File: config.mk
export PLATFORM = sky130hd
export DESIGN_NAME = escaped_frame_deframer_core
export DESIGN_NICKNAME = d
export VERILOG_FILES = /design/src/rtl/efd_pkg.sv /design/src/rtl/efd_step.sv /design/src/rtl/escaped_frame_deframer_core.sv
export SDC_FILE = /design/constraint.sdc
export NUM_CORES = 1
export LEC_CHECK = 0
export ABC_CLOCK_PERIOD_IN_PS = 4000
export BUFFER_PORTS_ARGS = -buffer_cell sky130_fd_sc_hd__buf_2
export CORE_ASPECT_RATIO = 1.25
export CORE_MARGIN = 10
export CORE_UTILIZATION = 35
export DETAILED_ROUTE_END_ITERATION = 6
export GPL_ROUTABILITY_DRIVEN = 0
export PLACE_DENSITY = 0.63
export SETUP_SLACK_MARGIN = 0.05
export SYNTH_ARGS = -nofsm -noshare
export SYNTH_HDL_FRONTEND = slang
export SYNTH_SLANG_ARGS = --single-unit
File: constraint.sdc
create_clock -name clock -period 4 [get_ports clock]
set_input_delay 0 -clock clock [delete_from_list [all_inputs] [get_ports clock]]
set_output_delay 0 -clock clock [all_outputs]
set_load 0.01 [all_outputs]
File: src/rtl/efd_pkg.sv
package efd_pkg;

   // Register indexes on the configuration port (word address)
   localparam logic [1:0] REG_HEAD_BYTE      = 2'd0;
   localparam logic [1:0] REG_TAIL_BYTE      = 2'd1;
   localparam logic [1:0] REG_ESCAPE_BYTE    = 2'd2;
   localparam logic [1:0] REG_PAYLOAD_LENGTH = 2'd3;

   // Frame status codes
   localparam logic [1:0] STATUS_NONE      = 2'd0;
   localparam logic [1:0] STATUS_GOOD      = 2'd1;
   localparam logic [1:0] STATUS_BAD_LEN   = 2'd2;
   localparam logic [1:0] STATUS_BAD_CKSUM = 2'd3;

   // Register reset values
   localparam logic [7:0] HEAD_BYTE_RESET      = 8'd170;
   localparam logic [7:0] TAIL_BYTE_RESET      = 8'd85;
   localparam logic [7:0] ESCAPE_BYTE_RESET    = 8'd165;
   localparam logic [7:0] PAYLOAD_LENGTH_RESET = 8'd16;

   typedef struct packed {
      logic [7:0] head_byte;
      logic [7:0] tail_byte;
      logic [7:0] escape_byte;
      logic [7:0] payload_length;
   } efd_cfg_type;

   typedef struct packed {
      logic       store_valid;
      logic [7:0] store_index;
      logic [7:0] store_byte;
      logic [1:0] frame_status;
      logic [7:0] frame_payload_len;
   } efd_result_type;

endpackage

File: src/rtl/efd_step.sv
module efd_step
   import efd_pkg::*;
(
   input  logic           clock,
   input  logic           reset,
   input  logic           accept,
   input  logic [7:0]     rx_byte,
   input  efd_cfg_type    cfg,
   output efd_result_type result
);

   logic [7:0] previous_byte_ff, previous_byte_in;
   logic       in_frame_ff, in_frame_in;
   logic       escape_pending_ff, escape_pending_in;
   logic [7:0] running_sum_ff, running_sum_in;
   logic [7:0] stored_count_ff, stored_count_in;
   logic [7:0] last_stored_ff, last_stored_in;
   logic [7:0] second_last_ff, second_last_in;

   logic       head_pair;
   logic       tail_pair;
   logic       overflow;
   logic       store;
   logic [7:0] check_sum;
   logic [7:0] payload_n;

   assign head_pair = (rx_byte == cfg.head_byte) && (previous_byte_ff == cfg.head_byte);
   assign tail_pair = (rx_byte == cfg.tail_byte) && (previous_byte_ff == cfg.tail_byte);
   // 9-bit compare so that a length near 255 does not wrap
   assign overflow  = {1'b0, stored_count_ff} > ({1'b0, cfg.payload_length} + 9'd2);
   assign check_sum = running_sum_ff - cfg.tail_byte - second_last_ff;
   assign payload_n = stored_count_ff - 8'd2;

   always_comb begin
      previous_byte_in  = previous_byte_ff;
      in_frame_in       = in_frame_ff;
      escape_pending_in = escape_pending_ff;
      running_sum_in    = running_sum_ff;
      stored_count_in   = stored_count_ff;
      last_stored_in    = last_stored_ff;
      second_last_in    = second_last_ff;
      result            = '0;
      store             = 1'b0;

      if (head_pair || overflow) begin
         running_sum_in   = '0;
         stored_count_in  = '0;
         in_frame_in      = 1'b1;
         previous_byte_in = rx_byte;
      end else if (tail_pair && in_frame_ff) begin
         previous_byte_in = rx_byte;
         in_frame_in      = 1'b0;
         running_sum_in   = '0;
         if (stored_count_ff < 8'd2) begin
            result.frame_status = STATUS_BAD_CKSUM;
         end else begin
            result.frame_payload_len = payload_n;
            if (check_sum != second_last_ff) begin
               result.frame_status = STATUS_BAD_CKSUM;
            end else if (payload_n == cfg.payload_length) begin
               result.frame_status = STATUS_GOOD;
            end else begin
               result.frame_status = STATUS_BAD_LEN;
            end
         end
      end else begin
         previous_byte_in = rx_byte;
         if (in_frame_ff) begin
            if (escape_pending_ff) begin
               store             = 1'b1;
               escape_pending_in = 1'b0;
               // escaped byte must not pair up as a marker
               previous_byte_in  = cfg.escape_byte;
            end else if (rx_byte == cfg.escape_byte) begin
               escape_pending_in = 1'b1;
            end else begin
               store = 1'b1;
            end
         end
         if (store) begin
            result.store_valid = 1'b1;
            result.store_index = stored_count_ff;
            result.store_byte  = rx_byte;
            stored_count_in    = stored_count_ff + 8'd1;
            running_sum_in     = running_sum_ff + rx_byte;
            second_last_in     = last_stored_ff;
            last_stored_in     = rx_byte;
         end
      end
   end

   always_ff @(posedge clock) begin
      if (reset) begin
         previous_byte_ff  <= '0;
         in_frame_ff       <= 1'b0;
         escape_pending_ff <= 1'b0;
         running_sum_ff    <= '0;
         stored_count_ff   <= '0;
         last_stored_ff    <= '0;
         second_last_ff    <= '0;
      end else if (accept) begin
         previous_byte_ff  <= previous_byte_in;
         in_frame_ff       <= in_frame_in;
         escape_pending_ff <= escape_pending_in;
         running_sum_ff    <= running_sum_in;
         stored_count_ff   <= stored_count_in;
         last_stored_ff    <= last_stored_in;
         second_last_ff    <= second_last_in;
      end
   end

endmodule

File: src/rtl/escaped_frame_deframer_core.sv
// Byte-stuffed frame deframer with an additive 8-bit checksum.
// Input channel (req_valid/req_ready/req_rx_byte): one received byte per
// transfer. Result channel (rsp_valid/rsp_ready/rsp_*): exactly one result
// per input byte, in order: a store report (index and byte) for payload
// bytes, a frame status with payload length at the closing tail pair, or
// an empty result (no store, status none) for every other byte.
// Throughput: one byte per cycle while req_ready is high; deframing is
// one pass of compares and 8-bit sums into the registered output stage.
// Stall: a two-entry output stage (result register plus skid register)
// lets one more byte transfer while a result waits; req_ready drops only
// when both entries are full, and rises again once rsp_ready has taken one.
// Reset (synchronous, active high): deframer state cleared (not in frame),
// both output entries empty, registers back to head 170, tail 85,
// escape 165, payload length 16.
// APB port: four 8-bit registers at byte addresses 0, 4, 8, 12; pready is
// always high; write only while the block is idle.
module escaped_frame_deframer_core
   import efd_pkg::*;
(
   input  logic        clock,
   input  logic        reset,

   input  logic        req_valid,
   output logic        req_ready,
   input  logic [7:0]  req_rx_byte,

   output logic        rsp_valid,
   input  logic        rsp_ready,
   output logic        rsp_store_valid,
   output logic [7:0]  rsp_store_index,
   output logic [7:0]  rsp_store_byte,
   output logic [1:0]  rsp_frame_status,
   output logic [7:0]  rsp_frame_payload_len,

   input  logic        psel,
   input  logic        penable,
   input  logic        pwrite,
   input  logic [3:0]  paddr,
   input  logic [31:0] pwdata,
   output logic [31:0] prdata,
   output logic        pready
);

   // ---- configuration registers ----
   efd_cfg_type cfg_ff;
   logic        csr_write;

   assign pready    = 1'b1;
   assign csr_write = psel && penable && pwrite;

   always_ff @(posedge clock) begin
      if (reset) begin
         cfg_ff.head_byte      <= HEAD_BYTE_RESET;
         cfg_ff.tail_byte      <= TAIL_BYTE_RESET;
         cfg_ff.escape_byte    <= ESCAPE_BYTE_RESET;
         cfg_ff.payload_length <= PAYLOAD_LENGTH_RESET;
      end else if (csr_write) begin
         unique case (paddr[3:2])
            REG_HEAD_BYTE:      cfg_ff.head_byte      <= pwdata[7:0];
            REG_TAIL_BYTE:      cfg_ff.tail_byte      <= pwdata[7:0];
            REG_ESCAPE_BYTE:    cfg_ff.escape_byte    <= pwdata[7:0];
            REG_PAYLOAD_LENGTH: cfg_ff.payload_length <= pwdata[7:0];
            default:            cfg_ff                <= cfg_ff;
         endcase
      end
   end

   always_comb begin
      unique case (paddr[3:2])
         REG_HEAD_BYTE:      prdata = {24'd0, cfg_ff.head_byte};
         REG_TAIL_BYTE:      prdata = {24'd0, cfg_ff.tail_byte};
         REG_ESCAPE_BYTE:    prdata = {24'd0, cfg_ff.escape_byte};
         REG_PAYLOAD_LENGTH: prdata = {24'd0, cfg_ff.payload_length};
         default:            prdata = '0;
      endcase
   end

   // ---- deframer ----
   logic           in_xfer;
   logic           out_xfer;
   efd_result_type step_result;

   assign in_xfer  = req_valid && req_ready;
   assign out_xfer = rsp_valid && rsp_ready;

   efd_step u_step (
      .clock   (clock),
      .reset   (reset),
      .accept  (in_xfer),
      .rx_byte (req_rx_byte),
      .cfg     (cfg_ff),
      .result  (step_result)
   );

   // ---- output stage: result register plus skid register ----
   logic           out_valid_ff, out_valid_in;
   efd_result_type out_data_ff, out_data_in;
   logic           skid_valid_ff, skid_valid_in;
   efd_result_type skid_data_ff, skid_data_in;

   // skid empty means at most one result is held, so one more fits
   assign req_ready = !skid_valid_ff;

   always_comb begin
      out_valid_in  = out_valid_ff;
      out_data_in   = out_data_ff;
      skid_valid_in = skid_valid_ff;
      skid_data_in  = skid_data_ff;
      if (!out_valid_ff || out_xfer) begin
         // result register frees up: refill from skid first, then new byte
         if (skid_valid_ff) begin
            out_valid_in  = 1'b1;
            out_data_in   = skid_data_ff;
            skid_valid_in = in_xfer;
            skid_data_in  = step_result;
         end else begin
            out_valid_in = in_xfer;
            out_data_in  = step_result;
         end
      end else if (in_xfer) begin
         // receiver stalled: park the new result
         skid_valid_in = 1'b1;
         skid_data_in  = step_result;
      end
   end

   always_ff @(posedge clock) begin
      if (reset) begin
         out_valid_ff  <= 1'b0;
         skid_valid_ff <= 1'b0;
      end else begin
         out_valid_ff  <= out_valid_in;
         skid_valid_ff <= skid_valid_in;
      end
      out_data_ff  <= out_data_in;
      skid_data_ff <= skid_data_in;
   end

   assign rsp_valid             = out_valid_ff;
   assign rsp_store_valid       = out_data_ff.store_valid;
   assign rsp_store_index       = out_data_ff.store_index;
   assign rsp_store_byte        = out_data_ff.store_byte;
   assign rsp_frame_status      = out_data_ff.frame_status;
   assign rsp_frame_payload_len = out_data_ff.frame_payload_len;

endmodule
# Yosys cells after proc, flatten, opt, wreduce, memory -nomap -nowiden
# Cells that the tools add are included.
# op_classes
n_addsub	6
n_lt_le_gt_ge	2
n_eq_ne	12
mux	36
bitwise_logic	2
n_reduce_logical	26
# ops
op	n
27-bit two-way mux	5
32-bit one-hot mux with 4 select lines	1
8-bit two-way mux	11
8-bit equality test	6
17-bit two-way mux	2
8-bit subtractor	2
2-bit AND reduction	7
1-bit two-way mux	13
10-bit two-way mux	1
8-bit by 2-bit adder with 9-bit output (second input constant)	1
8-bit by 9-bit > comparator with 1-bit output	1
8-bit by 1-bit adder with 8-bit output (second input constant)	1
8-bit adder	1
8-bit by 2-bit less-than comparator with 1-bit output (second input constant)	1
8-bit inequality test	1
4-bit AND reduction	2
8-bit by 2-bit subtractor with 8-bit output (second input constant)	1
1-bit logical AND	7
2-bit two-way mux	3
2-bit nonzero test	3
2-bit equality test (second input constant)	2
3-bit AND reduction	1
3-bit nonzero test	1
2-bit by 1-bit equality test with 1-bit output (second input constant)	1
other kinds (6)	9
# totals
register_bits	130
inputBits	51
out_inout_bits	62
word_cells	107

# Logic depth before layout (Yosys ltp)
# logic_depth
ltp_word	11
depth_mapped	13

# Hierarchy
# A second synthesis with hierarchy kept.
# hier_totals
hier_cells	740
hier_area_um2	7475.9
# modules_own_cells
module	n_inst	cells_per_inst	area_per_inst_um2	seq_area_each_um2
escaped_frame_deframer_core	1	258	3766.1	2302.2
efd_step	1	482	3709.8	800.8

# Least setup slack after synthesis
# OpenSTA, ideal clock, no wires.
# synth_timing
path_type	register to register
startpoint	reg out_valid_ff, in the netlist rsp_valid
endpoint	reg skid_data_ff[0] (netlist bit) (enable)
setup_time_ns	0.448
t_arrival_ns	3.104
required_ns	3.552
path_slack_ns	0.447
path_stages_with_launch	3
path_buffers	0
synth_period_minus_slack_ns	3.553
path_cell_list	dfxtp_1 nand2b_1 o21ai_0
# synth_between
elab_chain_cells	4
word_cells_on_any_way	6
cone_classes	1 x eq/ne; 5 x reduce/logical
# synth_rtl
item	line_no	text
start, declared	escaped_frame_deframer_core.sv:96	logic out_valid_ff, out_valid_in;
start signal, assigned	escaped_frame_deframer_core.sv:132	out_valid_ff <= out_valid_in;
1-bit logical NOT or 1-bit logical AND (tied branches)	escaped_frame_deframer_core.sv:109, escaped_frame_deframer_core.sv:84	
1-bit logical OR (*)	escaped_frame_deframer_core.sv:109	if (!out_valid_ff || out_xfer) begin
2-bit inequality test (no line) or 2-bit nonzero test (tied branches)	--	
2-bit AND reduction (no line) (*)	--	
end signal, assigned	escaped_frame_deframer_core.sv:136	skid_data_ff <= skid_data_in;
end, declared	escaped_frame_deframer_core.sv:99	efd_result_type skid_data_ff, skid_data_in;
# Mark *: on every way between the ends. The rest lies on a longest branch, timed or not.
# A chain may end at the register's enable or synchronous reset.

# Worst setup path in the final report
# layout_timing
startpoint	reg cfg_ff[16] (netlist bit)
endpoint	reg out_data_ff, in the netlist rsp_frame_status[0] (data pin)
# layout_between
elab_chain_cells	8
word_cells_on_any_way	12
cone_classes	2 x add/sub; 3 x eq/ne; 5 x mux; 2 x reduce/logical
# layout_rtl
item	line_no	text
start, declared	escaped_frame_deframer_core.sv:45	efd_cfg_type cfg_ff;
start signal, assigned	escaped_frame_deframer_core.sv:63	default: cfg_ff <= cfg_ff;
8-bit subtractor (2 in series)	efd_step.sv:31	assign check_sum = running_sum_ff - cfg.tail_byte - second_last_ff;
8-bit inequality test	efd_step.sv:58	if (check_sum != second_last_ff) begin
2-bit two-way mux	efd_step.sv:58	
2-bit two-way mux	efd_step.sv:54	if (stored_count_ff < 8'd2) begin
10-bit two-way mux (*)	efd_step.sv:50	end else if (tail_pair && in_frame_ff) begin
27-bit two-way mux (*)	efd_step.sv:45	if (head_pair || overflow) begin
27-bit two-way mux (*)	escaped_frame_deframer_core.sv:111	if (skid_valid_ff) begin
end signal, assigned	escaped_frame_deframer_core.sv:135	out_data_ff <= out_data_in;
end, declared	escaped_frame_deframer_core.sv:97	efd_result_type out_data_ff, out_data_in;
# Marked as above.

==> flow_summary.json <==
{
  "skew_ns": 0.00576,
  "worst_setup_path_start_kind": "register",
  "met3_wirelength_um": 729,
  "io_buffers": 61,
  "power.total_w": 0.00309,
  "slew_limit_fails": 0,
  "drt_pass1_iterations": 5,
  "setup.worst_path.end_class": "register",
  "final_hold_viol_count": 0,
  "ratio_of_total_power_to_cell_area_nw_per_um2": 366,
  "die_w_um": 149,
  "flop_and_latch_count_out_of_synthesis": 128,
  "complex_gate_fraction_of_the_synthesized_area_pct": 9.90,
  "core_um2": 20700,
  "nets": 882,
  "power.ir.vdd_worst_uv": 293,
  "worstHoldPathType": "input port to register",
  "num_antenna_cells": 0,
  "route.detailed.drc": 0,
  "first_iter_violations": 340,
  "worst_path_max_delay_cell": "fa_1",
  "status": "finished clean",
  "sequential_cell_area_um2": 3100,
  "multi_input_comb_area_um2": 3760,
  "met1Wirelength_um": 7340,
  "met2_wirelength_um": 9190,
  "synth_fa_ha_area_share_pct": 7.00,
  "fin_crit_sh_pct": 89.2,
  "stdcell_area_um2": 8440,
  "htree_num_levels": 4,
  "groute.usage.overall_pct": 13.2,
  "final_period_minus_worst_setup_slack_ns": 3.57,
  "drtAntennaViolNets": 0,
  "timing.setup.critical_path_class": "register to register",
  "highest-signal-layer": "met4",
  "clk_root_buffer_cell": "clkbuf_16",
  "wl_per_cell_um": 16.4,
  "setup-violations-final": 0,
  "mux_contribution_to_synthesized_area_pct": 11.3,
  "cts_buffers": 17,
  "path_cells": "inv_1, fa_1, inv_1, ha_1, or2_2, fa_1, a21o_1, a21oi_1, xnor2_1, nor4_1, nand4_1, o311ai_0, nand2_1",
  "clk-insertion-delay-late_ns": 0.42,
  "design.portCount": 113,
  "detail_route.vias_per_cell": 5.03,
  "synth-seq-area-share_pct": 42.6,
  "endpoint_arrival_time_on_the_critical_path_ns": 3.74,
  "cp.required_ns": 4.17,
  "slew_headroom_pct": 31.1,
  "synthesis.area_um2": 7290,
  "layout-drive-gt1-share_pct": 17.3,
  "cts_resized": 0,
  "synth_warnings": 0,
  "placedInstanceArea_um2": 7710,
  "die_area_um2": 27000,
  "tritoncts": "done",
  "grt_overflow_total": 0,
  "largest_family_of_logic_cells_by_synthesized_area": "simple AND/OR/NAND/NOR gates",
  "wire_length_of_the_first_global_routing_pass_um": 28100,
  "initial_util_pct": 35.3,
  "tightestPinTransition_ns": 1.03,
  "setup_total_negative_slack_ns": 0,
  "wirelength_um": 17700,
  "route.vias.total": 5446,
  "clk_pin_slew_worst_paths_ns": 0.06,
  "async_reset_ff_share_pct": 0,
  "synth-edff-count": 54,
  "fill_cells": 2073,
  "grt_antenna_before_repair": 0,
  "floorplan.die.height_um": 181,
  "grt_setup_unrepaired": "false",
  "synthToLayoutAreaGrowth_pct": 15.8,
  "finalCoreUtilization_pct": 40.8,
  "ctsHoldBuffers": 16,
  "post_synth_inst_count": 734,
  "dominantRegCellSynth": "dfxtp_1",
  "max_cap_violations": 0,
  "cts_setup_buffers": 0,
  "first_global_vias": 5335,
  "yosysUniqueCellTypes": 64,
  "cts.sink_count": 128,
  "power.leakage_nw": 3.51,
  "num_rows": 59,
  "synth_area_per_cell_um2": 9.93,
  "max_freq_mhz": 280,
  "critPathMaxFanout": 5,
  "post_synth_and_or_nand_nor_area_fraction_pct": 16.9,
  "ctsLongestPathBuffers": 2,
  "maximum_number_of_pins_on_one_net_before_global_route_repair": 51,
  "post_synth_xor_area_fraction_pct": 5.11,
  "crit_path_max_incr_delay_ns": 0.57,
  "place_hpwl_um": 13100
}
placed cells by master (no fill, tap or decap), types with 4 or more instances in the layout:
cell type | Yosys | routed
ha_1 | 28 | 28
buf_2 | 3 | 61
and2_1 | 14 | 14
nand3_1 | 23 | 23
nor2_1 | 44 | 44
nand2_1 | 75 | 75
mux2i_1 | 45 | 45
buf_4 | 25 | 12
o21ai_0 | 20 | 19
fa_1 | 8 | 8
mux2_2 | 17 | 17
dfxtp_1 | 74 | 74
inv_1 | 30 | 30
conb_1 | 2 | 25
or3_1 | 11 | 11
dlygate4sd3_1 | 0 | 16
and3_1 | 18 | 18
edfxtp_1 | 54 | 54
clkinv_2 | 0 | 4
a21oi_1 | 45 | 45
o22ai_1 | 6 | 6
clkbuf_16 | 0 | 19
xor2_1 | 23 | 23
nor3_1 | 24 | 24
nor4_1 | 5 | 5
nand4_1 | 4 | 4
a21o_1 | 5 | 5
nand3b_1 | 4 | 4
o31ai_1 | 6 | 6
xnor2_1 | 17 | 17
mux4_2 | 8 | 8
routing by layer:
metal,up-vias,global-route usage (%)
met1,2612,14.7
met5,-,0
met3,29,3.35
met4,0,5.66
li1,2691,-
met2,114,23.2
power breakdown:
part	internal, W	switching, W
Clock	0.000899	0.000564
Sequential	0.00139	0.0000195
Combinational	0.0000851	0.000129
Total	0.00238	0.000713
kinds of logic (layout without fill, tap and decap cells):
group,after synthesis,in the layout
AO/OA/AOI/OAI,113,113
XOR/XNOR,41,41
adder cells (fa/ha/maj),36,36
buffers and inverters,100,151
flip-flops,128,128
multiplexers,70,70
other,2,25
AND/OR/NAND/NOR,244,244
sequential cells by signal (all words and copies together) (netlist names):
register                  flops
rsp_valid                     1
u_step.running_sum_ff         8
u_step.in_frame_ff            1
rsp_frame_payload_len         8
u_step.second_last_ff         7
u_step.escape_pending_ff      1
u_step.stored_count_ff        8
cfg_ff                       32
rsp_store_valid               1
u_step.last_stored_ff         7
skid_valid_ff                 1
rsp_store_byte                8
rsp_store_index               8
skid_data_ff                 27
u_step.previous_byte_ff       8
rsp_frame_status              2
critical path, delay by kind of cell, from the launching register on:
kind,cells,cell delay (ns)
buffers and inverters,2,0.15
XOR/XNOR,1,0.10
AO/OA/AOI/OAI,3,0.71
flip-flops,1,0.39
AND/OR/NAND/NOR,4,0.80
adder cells (fa/ha/maj),3,1.16
area by class of cell:
| class | count | share of cell area (%) |
|---|---|---|
| clock buffers | 24 | 6.11 |
| clock inverters | 8 | 0.622 |
| repair buffers | 89 | 6.58 |
| flip-flops and latches | 128 | 36.8 |
| multi-input cells | 529 | 44.5 |
| well taps | 274 | 4.06 |
| inverters | 30 | 1.33 |
path summary, 6_finish.rpt:
check	start	to	slack, ns	cells after the start
worst min register to register	u_step.last_stored_ff[1]	u_step.second_last_ff[1]	0.45	2
worst min-delay path	req_rx_byte[7]	u_step.previous_byte_ff[7]	0.03	3
worst max-delay path	cfg_ff[16]	rsp_frame_status[0]	0.43	13
worst max register to register	cfg_ff[16]	rsp_frame_status[0]	0.43	13
cell usage after synthesis (all sizes together) (3+ instances only):
cell | count | area share, %
a211oi | 3 | 0.31
a21o | 5 | 0.51
a21oi | 45 | 3.1
a31oi | 3 | 0.26
and2 | 14 | 1.2
and3 | 18 | 1.5
buf | 37 | 3.9
clkbuf | 33 | 1.7
dfxtp | 74 | 20
edfxtp | 54 | 22
fa | 8 | 2.2
ha | 28 | 4.8
inv | 30 | 1.5
mux2 | 17 | 2.6
mux2i | 45 | 6.2
mux4 | 8 | 2.5
nand2 | 76 | 4.0
nand2b | 3 | 0.26
nand3 | 24 | 1.8
nand3b | 4 | 0.41
nand4 | 4 | 0.34
nor2 | 44 | 2.3
nor2b | 4 | 0.45
nor3 | 26 | 2.0
nor4 | 5 | 0.43
o2111ai | 3 | 0.36
o211ai | 3 | 0.31
o21ai | 21 | 1.4
o22ai | 6 | 0.51
o311ai | 4 | 0.48
o31ai | 8 | 1.2
or3 | 11 | 0.94
xnor2 | 17 | 2.0
xor2 | 23 | 2.8
stage by stage:
stage	worst slack, ns	hold WS (ns)	std cells
floorplan	0.447	0.125	757
global placement	0.454	0.268	1034
detailed placement	0.433	0.269	1034
CTS	0.432	0.0170	1082
global route	0.0623	0.0281	1082
finish	0.432	0.0323	1082
(Power assumes the default switching activity.)
